`src/rc_differential_drive_mixer_core_macros.svh`:
```
// Assertion macros shared by the mixer modules.
`ifndef RC_DIFFERENTIAL_DRIVE_MIXER_CORE_MACROS_SVH
`define RC_DIFFERENTIAL_DRIVE_MIXER_CORE_MACROS_SVH

`ifndef SYNTHESIS

`define RCDD_ASSERT(lbl, prop, msg) \
  lbl: assert property (@(posedge clk) disable iff (rst) prop) else $error(msg);

`define RCDD_ASSERT_NEXT(lbl, cond, result, msg) \
  lbl: assert property (@(posedge clk) disable iff (rst) (cond) |=> (result)) else $error(msg);

`else

`define RCDD_ASSERT(lbl, prop, msg)

`define RCDD_ASSERT_NEXT(lbl, cond, result, msg)

`endif

`endif

```
`src/rcdd_pkg.sv`:
```
// Shared types, constants and arithmetic helpers of the drive mixer.
package rcdd_pkg;

  localparam int CFG_INDEX_W = 8;

  localparam logic [CFG_INDEX_W-1:0] CFG_DEADBAND_US = 8'd0;
  localparam logic [CFG_INDEX_W-1:0] CFG_LOCK_FRAMES = 8'd1;
  localparam logic [CFG_INDEX_W-1:0] CFG_MIN_CMD     = 8'd2;
  localparam logic [CFG_INDEX_W-1:0] CFG_INVERT_MASK = 8'd3;

  localparam logic [8:0] DEADBAND_RESET = 9'd80;
  localparam logic [7:0] LOCK_FRAMES_RESET = 8'd10;
  localparam logic [7:0] MIN_CMD_RESET = 8'd10;
  localparam logic [3:0] INVERT_MASK_RESET = 4'd0;

  localparam logic [15:0] PULSE_MIN = 16'd900;
  localparam logic [15:0] PULSE_MAX = 16'd2100;
  localparam logic signed [16:0] PULSE_MID = 17'sd1500;
  localparam logic signed [16:0] SPAN_WIDE = 17'sd500;
  localparam logic signed [10:0] SPAN_SUM = 11'sd500;
  localparam logic signed [9:0] SPAN_OFS = 10'sd500;
  localparam logic [8:0] SPAN_MAG = 9'd500;

  // floor(y / 125) == (y * RECIP_125) >> RECIP_SHIFT for y below 59074
  localparam logic [15:0] RECIP_125 = 16'd33555;
  localparam int RECIP_SHIFT = 22;

  localparam logic [1:0] MODE_BRAKE = 2'd0;
  localparam logic [1:0] MODE_FWD   = 2'd1;
  localparam logic [1:0] MODE_REV   = 2'd2;

  typedef struct packed {
    logic [8:0] deadband_us;
    logic [7:0] lock_frames;
    logic [7:0] min_cmd;
    logic [3:0] invert_mask;
  } cfg_t;

  typedef struct packed {
    logic [15:0] fwd_us;
    logic [15:0] turn_us;
    logic        drive;
    logic        ok;
  } frame_t;

  typedef struct packed {
    logic       l_neg;
    logic [8:0] l_mag;
    logic       r_neg;
    logic [8:0] r_mag;
    logic       locked;
    logic       ok;
  } mix_t;

  function automatic logic signed [9:0] channel_offset(input logic [15:0] us,
                                                       input logic [8:0] db);
    logic signed [16:0] d;
    logic [16:0] mag;
    d = signed'({1'b0, us}) - PULSE_MID;
    mag = d[16] ? 17'(-d) : 17'(d);
    if (mag <= {8'd0, db}) begin
      channel_offset = 10'sd0;
    end else if (d > SPAN_WIDE) begin
      channel_offset = SPAN_OFS;
    end else if (d < -SPAN_WIDE) begin
      channel_offset = -SPAN_OFS;
    end else begin
      channel_offset = d[9:0];
    end
  endfunction

  function automatic logic [8:0] side_mag(input logic signed [10:0] v);
    if (v > SPAN_SUM || v < -SPAN_SUM) begin
      side_mag = SPAN_MAG;
    end else if (v[10]) begin
      side_mag = 9'(-v);
    end else begin
      side_mag = 9'(v);
    end
  endfunction

  function automatic logic [7:0] scale_duty(input logic [8:0] mag);
    logic [16:0] x;
    logic [30:0] p;
    x = {mag, 8'd0} - {8'd0, mag};
    p = 31'(x[16:2]) * 31'(RECIP_125);
    scale_duty = p[RECIP_SHIFT+7:RECIP_SHIFT];
  endfunction

  function automatic logic [1:0] motor_mode(input logic neg, input logic [7:0] duty,
                                           input logic inv);
    if (duty == 8'd0) begin
      motor_mode = MODE_BRAKE;
    end else if (neg == inv) begin
      motor_mode = MODE_FWD;
    end else begin
      motor_mode = MODE_REV;
    end
  endfunction

endpackage

```
`src/rcdd_lock.sv`:
```
// Input stage: frame check, lock counter and input register.
`include "rc_differential_drive_mixer_core_macros.svh"

module rcdd_lock (
  input  logic               clk,
  input  logic               rst,
  input  logic               in_valid,
  output logic               in_ready,
  input  logic [15:0]        fwd_pulse_us,
  input  logic [15:0]        turn_pulse_us,
  input  logic [7:0]         lock_frames,
  output logic               frame_valid,
  output rcdd_pkg::frame_t   frame,
  input  logic               frame_ready
);
  import rcdd_pkg::*;

  logic [7:0] good_frames;
  logic       lock_held;
  logic       ok;
  logic       count_en;
  logic       take;

  assign ok = fwd_pulse_us >= PULSE_MIN && fwd_pulse_us <= PULSE_MAX &&
              turn_pulse_us >= PULSE_MIN && turn_pulse_us <= PULSE_MAX;
  assign count_en = ok && !lock_held && good_frames < lock_frames;
  assign in_ready = !frame_valid || frame_ready;
  assign take = in_valid && in_ready;

  always_ff @(posedge clk) begin
    if (rst) begin
      good_frames <= 8'd0;
      lock_held <= 1'b0;
      frame_valid <= 1'b0;
    end else begin
      if (take) begin
        if (!ok) begin
          good_frames <= 8'd0;
          lock_held <= 1'b0;
        end else if (count_en) begin
          good_frames <= good_frames + 8'd1;
        end else begin
          lock_held <= 1'b1;
        end
      end
      if (in_ready) begin
        frame_valid <= in_valid;
      end
    end
  end

  always_ff @(posedge clk) begin
    if (take) begin
      frame.fwd_us <= fwd_pulse_us;
      frame.turn_us <= turn_pulse_us;
      frame.drive <= ok && !count_en;
      frame.ok <= ok;
    end
  end

  `RCDD_ASSERT_NEXT(a_bad_frame_unlocks, take && !ok, !lock_held && good_frames == 8'd0,
                    "bad frame did not clear lock state")
  `RCDD_ASSERT(a_drive_needs_ok, frame_valid && frame.drive |-> frame.ok,
               "drive set on bad frame")

endmodule

```
`src/rcdd_mix.sv`:
```
// Mix stage: channel offsets, deadband, arcade sum and difference.
`include "rc_differential_drive_mixer_core_macros.svh"

module rcdd_mix (
  input  logic               clk,
  input  logic               rst,
  input  logic               frame_valid,
  input  rcdd_pkg::frame_t   frame,
  output logic               frame_ready,
  input  logic [8:0]         deadband_us,
  output logic               mix_valid,
  output rcdd_pkg::mix_t     mix,
  input  logic               mix_ready
);
  import rcdd_pkg::*;

  logic signed [9:0]  f_ofs;
  logic signed [9:0]  t_ofs;
  logic signed [10:0] sum;
  logic signed [10:0] diff;
  mix_t               mix_next;

  assign frame_ready = !mix_valid || mix_ready;

  always_comb begin
    f_ofs = channel_offset(frame.fwd_us, deadband_us);
    t_ofs = channel_offset(frame.turn_us, deadband_us);
    sum = {f_ofs[9], f_ofs} + {t_ofs[9], t_ofs};
    diff = {f_ofs[9], f_ofs} - {t_ofs[9], t_ofs};
    mix_next.locked = frame.drive;
    mix_next.ok = frame.ok;
    if (frame.drive) begin
      mix_next.l_neg = sum[10];
      mix_next.l_mag = side_mag(sum);
      mix_next.r_neg = diff[10];
      mix_next.r_mag = side_mag(diff);
    end else begin
      mix_next.l_neg = 1'b0;
      mix_next.l_mag = 9'd0;
      mix_next.r_neg = 1'b0;
      mix_next.r_mag = 9'd0;
    end
  end

  always_ff @(posedge clk) begin
    if (rst) begin
      mix_valid <= 1'b0;
    end else if (frame_ready) begin
      mix_valid <= frame_valid;
    end
  end

  always_ff @(posedge clk) begin
    if (frame_valid && frame_ready) begin
      mix <= mix_next;
    end
  end

  `RCDD_ASSERT(a_mag_in_span, mix_valid |-> mix.l_mag <= SPAN_MAG && mix.r_mag <= SPAN_MAG,
               "side magnitude beyond span")
  `RCDD_ASSERT(a_idle_zero, mix_valid && !mix.locked |-> mix.l_mag == 9'd0 && mix.r_mag == 9'd0,
               "nonzero side while not driving")

endmodule

```
`src/rcdd_scale.sv`:
```
// Output stage: duty scaling, minimum command and motor mode decode.
`include "rc_differential_drive_mixer_core_macros.svh"

module rcdd_scale (
  input  logic               clk,
  input  logic               rst,
  input  logic               mix_valid,
  input  rcdd_pkg::mix_t     mix,
  output logic               mix_ready,
  input  logic [7:0]         min_cmd,
  input  logic [3:0]         invert_mask,
  output logic               out_valid,
  input  logic               out_ready,
  output logic signed [8:0]  left_cmd,
  output logic signed [8:0]  right_cmd,
  output logic [1:0]         fl_mode,
  output logic [7:0]         fl_duty,
  output logic [1:0]         bl_mode,
  output logic [7:0]         bl_duty,
  output logic [1:0]         fr_mode,
  output logic [7:0]         fr_duty,
  output logic [1:0]         br_mode,
  output logic [7:0]         br_duty,
  output logic               drive_locked,
  output logic               frame_ok
);
  import rcdd_pkg::*;

  logic [7:0] l_raw;
  logic [7:0] r_raw;
  logic [7:0] l_duty;
  logic [7:0] r_duty;

  assign mix_ready = !out_valid || out_ready;

  always_comb begin
    l_raw = scale_duty(mix.l_mag);
    r_raw = scale_duty(mix.r_mag);
    l_duty = (l_raw < min_cmd) ? 8'd0 : l_raw;
    r_duty = (r_raw < min_cmd) ? 8'd0 : r_raw;
  end

  always_ff @(posedge clk) begin
    if (rst) begin
      out_valid <= 1'b0;
    end else if (mix_ready) begin
      out_valid <= mix_valid;
    end
  end

  always_ff @(posedge clk) begin
    if (mix_valid && mix_ready) begin
      left_cmd <= mix.l_neg ? -signed'({1'b0, l_duty}) : signed'({1'b0, l_duty});
      right_cmd <= mix.r_neg ? -signed'({1'b0, r_duty}) : signed'({1'b0, r_duty});
      fl_mode <= motor_mode(mix.l_neg, l_duty, invert_mask[0]);
      bl_mode <= motor_mode(mix.l_neg, l_duty, invert_mask[1]);
      fr_mode <= motor_mode(mix.r_neg, r_duty, invert_mask[2]);
      br_mode <= motor_mode(mix.r_neg, r_duty, invert_mask[3]);
      fl_duty <= l_duty;
      bl_duty <= l_duty;
      fr_duty <= r_duty;
      br_duty <= r_duty;
      drive_locked <= mix.locked;
      frame_ok <= mix.ok;
    end
  end

  `RCDD_ASSERT(a_brake_iff_zero, out_valid |-> (fl_mode == MODE_BRAKE) == (fl_duty == 8'd0)
               && (br_mode == MODE_BRAKE) == (br_duty == 8'd0), "brake and duty disagree")
  `RCDD_ASSERT(a_unlocked_stopped, out_valid && !drive_locked |->
               left_cmd == 9'sd0 && right_cmd == 9'sd0, "command while unlocked")

endmodule

```
`src/rc_differential_drive_mixer_core.sv`:
```
// Top level of the RC arcade differential drive mixer.
// Each frame is registered in turn in the input, mix and output stages.
// Throughput: one frame per cycle; a stage stalls only while every stage after it
// holds a frame and the result register is full with out_ready low.
// Reset clears the stage valids, the lock counter and lock flag, and loads
// the register defaults (deadband 80, lock 10 frames, min command 10, no invert).
module rc_differential_drive_mixer_core (
  input  logic                                  clk,
  input  logic                                  rst,
  input  logic                                  cfg_valid,
  output logic                                  cfg_ready,
  input  logic [rcdd_pkg::CFG_INDEX_W-1:0]      cfg_index,
  input  logic [8:0]                            cfg_data,
  input  logic                                  in_valid,
  output logic                                  in_ready,
  input  logic [15:0]                           fwd_pulse_us,
  input  logic [15:0]                           turn_pulse_us,
  output logic                                  out_valid,
  input  logic                                  out_ready,
  output logic signed [8:0]                     left_cmd,
  output logic signed [8:0]                     right_cmd,
  output logic [1:0]                            fl_mode,
  output logic [7:0]                            fl_duty,
  output logic [1:0]                            bl_mode,
  output logic [7:0]                            bl_duty,
  output logic [1:0]                            fr_mode,
  output logic [7:0]                            fr_duty,
  output logic [1:0]                            br_mode,
  output logic [7:0]                            br_duty,
  output logic                                  drive_locked,
  output logic                                  frame_ok
);
  import rcdd_pkg::*;

  cfg_t   cfg;
  logic   frame_valid;
  logic   frame_ready;
  frame_t frame;
  logic   mix_valid;
  logic   mix_ready;
  mix_t   mix;

  assign cfg_ready = 1'b1;

  always_ff @(posedge clk) begin
    if (rst) begin
      cfg.deadband_us <= DEADBAND_RESET;
      cfg.lock_frames <= LOCK_FRAMES_RESET;
      cfg.min_cmd <= MIN_CMD_RESET;
      cfg.invert_mask <= INVERT_MASK_RESET;
    end else if (cfg_valid && cfg_ready) begin
      case (cfg_index)
        CFG_DEADBAND_US: cfg.deadband_us <= cfg_data;
        CFG_LOCK_FRAMES: cfg.lock_frames <= cfg_data[7:0];
        CFG_MIN_CMD:     cfg.min_cmd <= cfg_data[7:0];
        CFG_INVERT_MASK: cfg.invert_mask <= cfg_data[3:0];
        default: ;
      endcase
    end
  end

  rcdd_lock u_lock (
    .clk           (clk),
    .rst           (rst),
    .in_valid      (in_valid),
    .in_ready      (in_ready),
    .fwd_pulse_us  (fwd_pulse_us),
    .turn_pulse_us (turn_pulse_us),
    .lock_frames   (cfg.lock_frames),
    .frame_valid   (frame_valid),
    .frame         (frame),
    .frame_ready   (frame_ready)
  );

  rcdd_mix u_mix (
    .clk         (clk),
    .rst         (rst),
    .frame_valid (frame_valid),
    .frame       (frame),
    .frame_ready (frame_ready),
    .deadband_us (cfg.deadband_us),
    .mix_valid   (mix_valid),
    .mix         (mix),
    .mix_ready   (mix_ready)
  );

  rcdd_scale u_scale (
    .clk          (clk),
    .rst          (rst),
    .mix_valid    (mix_valid),
    .mix          (mix),
    .mix_ready    (mix_ready),
    .min_cmd      (cfg.min_cmd),
    .invert_mask  (cfg.invert_mask),
    .out_valid    (out_valid),
    .out_ready    (out_ready),
    .left_cmd     (left_cmd),
    .right_cmd    (right_cmd),
    .fl_mode      (fl_mode),
    .fl_duty      (fl_duty),
    .bl_mode      (bl_mode),
    .bl_duty      (bl_duty),
    .fr_mode      (fr_mode),
    .fr_duty      (fr_duty),
    .br_mode      (br_mode),
    .br_duty      (br_duty),
    .drive_locked (drive_locked),
    .frame_ok     (frame_ok)
  );

endmodule

```
`config.mk`:
```
export PLATFORM = sky130hd
export DESIGN_NAME = rc_differential_drive_mixer_core
export DESIGN_NICKNAME = d
export VERILOG_FILES = /design/src/rcdd_pkg.sv /design/src/rcdd_lock.sv /design/src/rcdd_mix.sv /design/src/rcdd_scale.sv /design/src/rc_differential_drive_mixer_core.sv
export VERILOG_INCLUDE_DIRS = /design/src /design/src/src
export SDC_FILE = /design/constraint.sdc
export NUM_CORES = 1
export LEC_CHECK = 0
export ABC_AREA = 0
export ABC_CLOCK_PERIOD_IN_PS = 10500
export BUFFER_PORTS_ARGS = -buffer_cell sky130_fd_sc_hd__buf_2
export CELL_PAD_IN_SITES_DETAIL_PLACEMENT = 1
export CELL_PAD_IN_SITES_GLOBAL_PLACEMENT = 2
export CORE_ASPECT_RATIO = 2
export CORE_MARGIN = 5
export CORE_UTILIZATION = 40
export DETAILED_ROUTE_END_ITERATION = 16
export PLACE_DENSITY = 0.82
export REMOVE_ABC_BUFFERS = 1
export SLEW_MARGIN = 40
export SYNTH_ARGS = -nofsm -noshare
export SYNTH_HDL_FRONTEND = slang
export SYNTH_HIERARCHICAL = 1
export SYNTH_SLANG_ARGS = --single-unit
```
`constraint.sdc`:
```
create_clock -name clk -period 10.5 [get_ports clk]
set_input_delay 2.1 -clock clk [delete_from_list [all_inputs] [get_ports clk]]
set_output_delay 2.1 -clock clk [all_outputs]
set_load 0.005 [all_outputs]
```
---- After elaboration in Yosys (flattened, before gate mapping) ----
Cells that the tools add are included.
W data, S select, Z words.
cells by class
  add/subtract/negate cells ............... 13
  multiply operators ...................... 2
  $lt $le $gt $ge ......................... 17
  equal/unequal tests ..................... 9
  mux-type cells .......................... 24
  bitwise logic cells ..................... 1
  reductions and logical operators ........ 30
operators by type and width
  operator                  number
  $mul A15 B16 Y30 const B  2
  $mux W10                  6
  $mux W8                   6
  $mux W9                   4
  $gt A17 B10 Y1 const B    2
  $le A17 B9 Y1             2
  $lt A17 B10 Y1 const B    2
  $mux W17                  2
  $neg A17 Y17              2
  $sub A16 B11 Y17 const B  2
  $sub A17 B9 Y17           2
  $ge A16 B10 Y1 const B    2
  $le A16 B12 Y1 const B    2
  $logic_not A8 Y1          3
  $lt A8 B8 Y1              3
  $gt A11 B10 Y1 const B    2
  $lt A11 B10 Y1 const B    2
  $neg A8 Y9                2
  $neg A9 Y9                2
  $eq A8 B2 Y1 const B      2
  $reduce_and A2 Y1         6
  $add A10 B10 Y11          1
  $sub A10 B10 Y11          1
  $logic_and A1 B1 Y1       9
  other kinds (10)          27
storage, ports and cells
  register bits ........................... 141
  output and inout port bits .............. 63
  word-level logic and storage cells ...... 129

---- Logic depth before layout (Yosys ltp) ----
  word-level depth ........................ 9
  mapped depth ............................ 39
  mapped depth without buffers ............ 38

---- Modules after synthesis ----
Netlist, hierarchy kept.
by module, submodules not included
  module                            instances  cells an instance  area an instance (µm²)
  rcdd_scale                        1          956                8979.9
  rcdd_mix                          1          546                4320.4
  rcdd_lock                         1          149                1864.3
  rc_differential_drive_mixer_core  1          115                1226.2

---- Least setup slack after synthesis ----
OpenSTA, ideal clock, no wires.
  path type ............................... register to register
  start ................................... register, netlist name u_mix/mix[13]
  end ..................................... register u_scale.left_cmd[6] (data pin)
  library setup time ...................... 256 ps
  arrival time ............................ 8093 ps
  required time ........................... 10244 ps
  path slack .............................. 2151 ps
  cell stages (with the launch flop) ...... 37
  path through ............................ edfxtp_1 -> nor3_1 -> nand2_1 -> nor4b_2 -> nand3b_1 -> nor2_1 -> xnor2_1 -> inv_1 -> xnor2_1 -> inv_1 -> fa_1 -> fa_1 -> fa_1 -> inv_1 -> fa_1 -> ha_1 -> ha_1 -> a21o_1 -> o2bb2ai_1 -> a211oi_2 -> a21oi_1 -> a21oi_1 -> xor2_1 -> inv_1 -> ha_1 -> a21o_1 -> a21o_1 -> a211oi_1 -> nor4bb_1 -> mux2i_1 -> and2_1 -> nand2_1 -> ha_1 -> inv_1 -> o31a_1 -> a31o_1 -> a22o_1
between the ends
  cells in the longest elaborated chain, start to end .. 6
ends and longest elaborated chain
  element               RTL line          source
  $sub A17 B9 Y17 (*)   rcdd_pkg.sv:85    x = {mag, 8'd0} - {8'd0, mag};
  $mul A15 B16 Y30 (*)  rcdd_pkg.sv:86    p = 31'(x[16:2]) * 31'(RECIP_125);
  $lt A8 B8 Y1          rcdd_scale.sv:39  l_duty = (l_raw < min_cmd) ? 8'd0 : l_raw;
  $mux W8 (*)           rcdd_scale.sv:39
  $neg A8 Y9            rcdd_scale.sv:53  left_cmd <= mix.l_neg ? -signed'({1'b0, l_duty}) : signed'({1'b0, l_duty});
  $mux W8 (*)           rcdd_scale.sv:53
  to (signal assigned)  rcdd_scale.sv:53
  to (decl)             rcdd_scale.sv:14  output logic signed [8:0] left_cmd,
Mark *: on every way between the ends. The rest lies on a longest branch, timed or not.
A chain may end at the register's enable or synchronous reset.

---- Final worst setup path ----
  start ................................... register, netlist name u_mix/mix[13]
  end ..................................... register u_scale.left_cmd[6] (data pin)
between the ends
  cells in the longest elaborated chain, start to end .. 6
ends and longest elaborated chain
  element               RTL line
  $sub A17 B9 Y17 (*)   rcdd_pkg.sv:85
  $mul A15 B16 Y30 (*)  rcdd_pkg.sv:86
  $lt A8 B8 Y1          rcdd_scale.sv:39
  $mux W8 (*)           rcdd_scale.sv:39
  $neg A8 Y9            rcdd_scale.sv:53
  $mux W8 (*)           rcdd_scale.sv:53
Marked as above.

==> flow_summary.json <==
{
  "status": "completed",
  "antenna_cells": 0,
  "wl_per_cell_um": 20.3,
  "start_util_pct": 40.1,
  "ys_warn_count": 6,
  "cts_buffer_depth": 2,
  "critPathMaxStageDelay_ns": 0.66,
  "hp-class": "flop to flop",
  "crit_path_max_fanout": 6,
  "final_cells": 2395,
  "power.leakage_nw": 8.30,
  "reg2reg_slack_ns": 0.61,
  "post-route-period-util_pct": 94.2,
  "fin_worst_skew_ns": 0.0204,
  "syn_area_per_cell_um2": 9.28,
  "crit_slowest_cell": "fa_1",
  "critPathLaunchType": "flop",
  "via_count": 13300,
  "cp.required_ns": 10.71,
  "portBuffers": 115,
  "first_iter_violations": 309,
  "gp_congestion": 0.930,
  "final_nets": 2263,
  "synth_edf_count": 98,
  "power_density_mw_per_mm2": 208,
  "grt_pass1_vias": 14800,
  "firstDrtPassIters": 4,
  "dp_hpwl_mm": 42.0,
  "numCtsBuffers": 17,
  "async_flop_share_pct": 0,
  "r2r_end": "u_scale/left_cmd[6]",
  "worst_slew_pin_slew_ns": 0.783,
  "dp.cells": 2363,
  "grt_use_met1_pct": 17.5,
  "worstSkewPairLatency_ns": 0.45,
  "drive_above_1_share_pct": 10.7,
  "cts_sinks": 139,
  "yosysUniqueCellTypes": 101,
  "endpoint": "u_scale/left_cmd[6]",
  "worst_hold_slack_ns": 0.419,
  "post-route-drc-count": 0,
  "timing_hold_violations_final": 0,
  "maxCapViolCount": 0,
  "antenna_found_initial": 0,
  "ys_ff_latch": 139,
  "cp-end-kind": "flop",
  "viasPerCell": 5.54,
  "ys_seq_area_share_pct": 23.0,
  "r2r_cells": 38,
  "wirelength_mm": 48.6,
  "grtUsageTotal_pct": 21.4,
  "max_freq_mhz": 101,
  "cpMostUsedCell": "ha_1",
  "coreArea_mm2": 0.0409,
  "min_period_ns": 9.89,
  "crit_start": "u_mix/mix[13]",
  "slew_headroom_pct": 47.4,
  "cts_root_buf": "clkbuf_16",
  "grt_pass1_wl_mm": 76.1,
  "worstSetupPathType": "flop to flop",
  "htreeDepth": 4,
  "globalRouteMet2Util_pct": 46.0,
  "fp.dieH_um": 296,
  "reg2reg_from": "u_mix/mix[13]",
  "clk_pin_slew_ns": 0.07,
  "vdd_drop_max_uv": 118,
  "ios": 117,
  "finalSetupTns_ns": 0,
  "worstPathArrival_ns": 10.11,
  "die_x_um": 153,
  "netlist_area_mm2": 0.0164,
  "finalSetupViolations": 0,
  "syn2layout_area_growth_pct": 9.31,
  "grt_max_degree": 49,
  "met3_usage_pct": 2.18,
  "cts_tree": "yes",
  "ctsHoldBuffers": 0,
  "synth-main-ff-cell": "edfxtp_1",
  "grt-ovfl-total": 0,
  "die_area_mm2": 0.0454,
  "top_usage_layer": "met2",
  "rows": 105,
  "slew_viol_final": 0,
  "syn_inst": 1766,
  "fillCellCount": 4775,
  "drtAntennaViolNets": 0
}
flip-flops by register name, summed over array words and instances (netlist names), 2 cells and up:
signal              cells
cfg                    29
u_lock/frame           34
u_lock/good_frames      8
u_mix/mix              22
u_scale/bl_duty         7
u_scale/bl_mode         2
u_scale/br_duty         7
u_scale/br_mode         2
u_scale/fl_mode         2
u_scale/fr_mode         2
u_scale/left_cmd        9
u_scale/right_cmd       9
Yosys cell counts, drive strengths merged (4+ instances only):
| cell type | number | share of area [%] |
|---|---|---|
| a21o | 20 | 0.92 |
| nor4 | 9 | 0.38 |
| nand2 | 93 | 2.1 |
| mux2i | 34 | 2.2 |
| nor3 | 44 | 1.4 |
| inv | 240 | 5.5 |
| o21ai | 58 | 1.8 |
| nand3b | 4 | 0.18 |
| or2 | 13 | 0.50 |
| o41ai | 9 | 0.48 |
| edfxtp | 98 | 18 |
| or4 | 4 | 0.21 |
| nor3b | 12 | 0.55 |
| a41oi | 5 | 0.27 |
| o31ai | 15 | 0.69 |
| buf | 36 | 1.6 |
| o2111ai | 8 | 0.43 |
| a211oi | 12 | 0.61 |
| and3 | 21 | 0.80 |
| and4 | 8 | 0.44 |
| nor2b | 17 | 0.69 |
| a221oi | 4 | 0.25 |
| o22ai | 10 | 0.38 |
| nor2 | 109 | 2.5 |
| dfxtp | 41 | 5.0 |
| a31oi | 18 | 0.69 |
| o221ai | 4 | 0.21 |
| fa | 70 | 8.5 |
| or3 | 9 | 0.35 |
| o211ai | 9 | 0.41 |
| a211o | 7 | 0.37 |
| clkbuf | 21 | 0.55 |
| xnor2 | 71 | 3.8 |
| a21oi | 74 | 2.3 |
| and2 | 19 | 0.73 |
| o2111a | 5 | 0.35 |
| o21bai | 6 | 0.27 |
| ha | 292 | 22 |
| nand4 | 21 | 0.80 |
| nand3 | 29 | 0.95 |
| nand2b | 46 | 1.8 |
| a22o | 6 | 0.33 |
| a31o | 6 | 0.32 |
| xor2 | 42 | 2.2 |
| o21a | 34 | 1.6 |
worst min-delay path by stage:
| stage | from | end | slack, ns | depth (start not counted) |
|---|---|---|---|---|
| 5_1_grt | u_mix/mix[1] | u_scale/drive_locked | 0.43 | 0 |
| 3_5_place_dp | u_mix/mix[0] | u_scale/frame_ok | 0.41 | 0 |
| 6_report | u_mix/mix[1] | u_scale/drive_locked | 0.42 | 0 |
| 2_1_floorplan | u_lock/frame[0] | u_mix/mix[0] | 0.40 | 0 |
| 4_1_cts | u_mix/mix[1] | u_scale/drive_locked | 0.42 | 0 |
| 3_3_place_gp | u_mix/mix[0] | u_scale/frame_ok | 0.41 | 0 |
area by class of cell:
type	count	area, um2	area share [%]
clock inverter	11	97.6	0.545
inverter	241	905	5.05
multi-input combinational	1328	11400	63.6
tap	535	669	3.74
timing repair buffer	120	613	3.42
sequential	139	3760	21.0
clock buffer	21	482	2.69
power by group:
part / internal, mW / switching (mW)
Clock: 0.336 / 0.266
Combinational: 0.954 / 1.48
Sequential: 0.656 / 0.0297
worst max-delay path: cells and delay by family (launching register included):
family,cells,cell delay (ns)
flip-flops,1,0.47
AND/OR/NAND/NOR,13,3.12
buffers and inverters,5,0.41
AO/OA/AOI/OAI,9,1.74
adder cells (fa/ha/maj),9,3.38
multiplexers,1,0.17
XOR/XNOR,1,0.35
logic make-up (layout without fill, tap and decap cells):
logic type,count (synthesis),after routing,synth area share (%)
compound gates,343,343,14.7
xor+xnor,113,113,6.08
fa+ha+maj,362,362,30.8
buf+inv,299,393,7.76
flops,139,139,23.0
mux,37,37,2.38
other cells,1,1,0.0229
simple gates,472,472,15.3
per-layer routing:
layer  vias up  wire length [um]
li1       6391                 -
met1      6500             15300
met2       248             29000
met3       134              1060
met4         0              3340
met5         -                 0
through the flow:
stage | utilization, % | power [mW] | cell area (um2) | setup slack, ns
4_1_cts | 43.8 | 3.76 | 17900 | 0.656
3_5_place_dp | 42.4 | 3.12 | 17300 | 0.687
2_1_floorplan | - | 2.38 | 16000 | 2.15
5_1_grt | 43.8 | 4.09 | 17900 | -0.0206
6_report | 43.8 | 3.72 | 17900 | 0.608
3_3_place_gp | 42.4 | 3.05 | 17300 | 0.987
timing repair:
action	in CTS	in global routing
endpoints found under the setup margin	0	5
resized for setup	0	2
hold endpoints to repair	0	0
buffers inserted	0	0
cells in the final DEF, fill, tap and decap left out, types with 12 or more instances in the layout:
cell	count
and2_1	17
nor3_1	41
and3_1	21
inv_1	239
fa_1	70
nor2b_1	16
dfxtp_1	41
o21ai_0	47
clkbuf_16	18
mux2i_1	33
buf_2	115
o31ai_1	15
xnor2_1	70
nand2_1	93
nand2b_1	46
edfxtp_1	98
a21oi_1	72
xor2_1	42
o21a_1	34
a21o_1	20
nand3_1	27
nand4_1	21
nor2_1	109
ha_1	292
nor3b_1	12
a31oi_1	18
(Power assumes the default switching activity.)
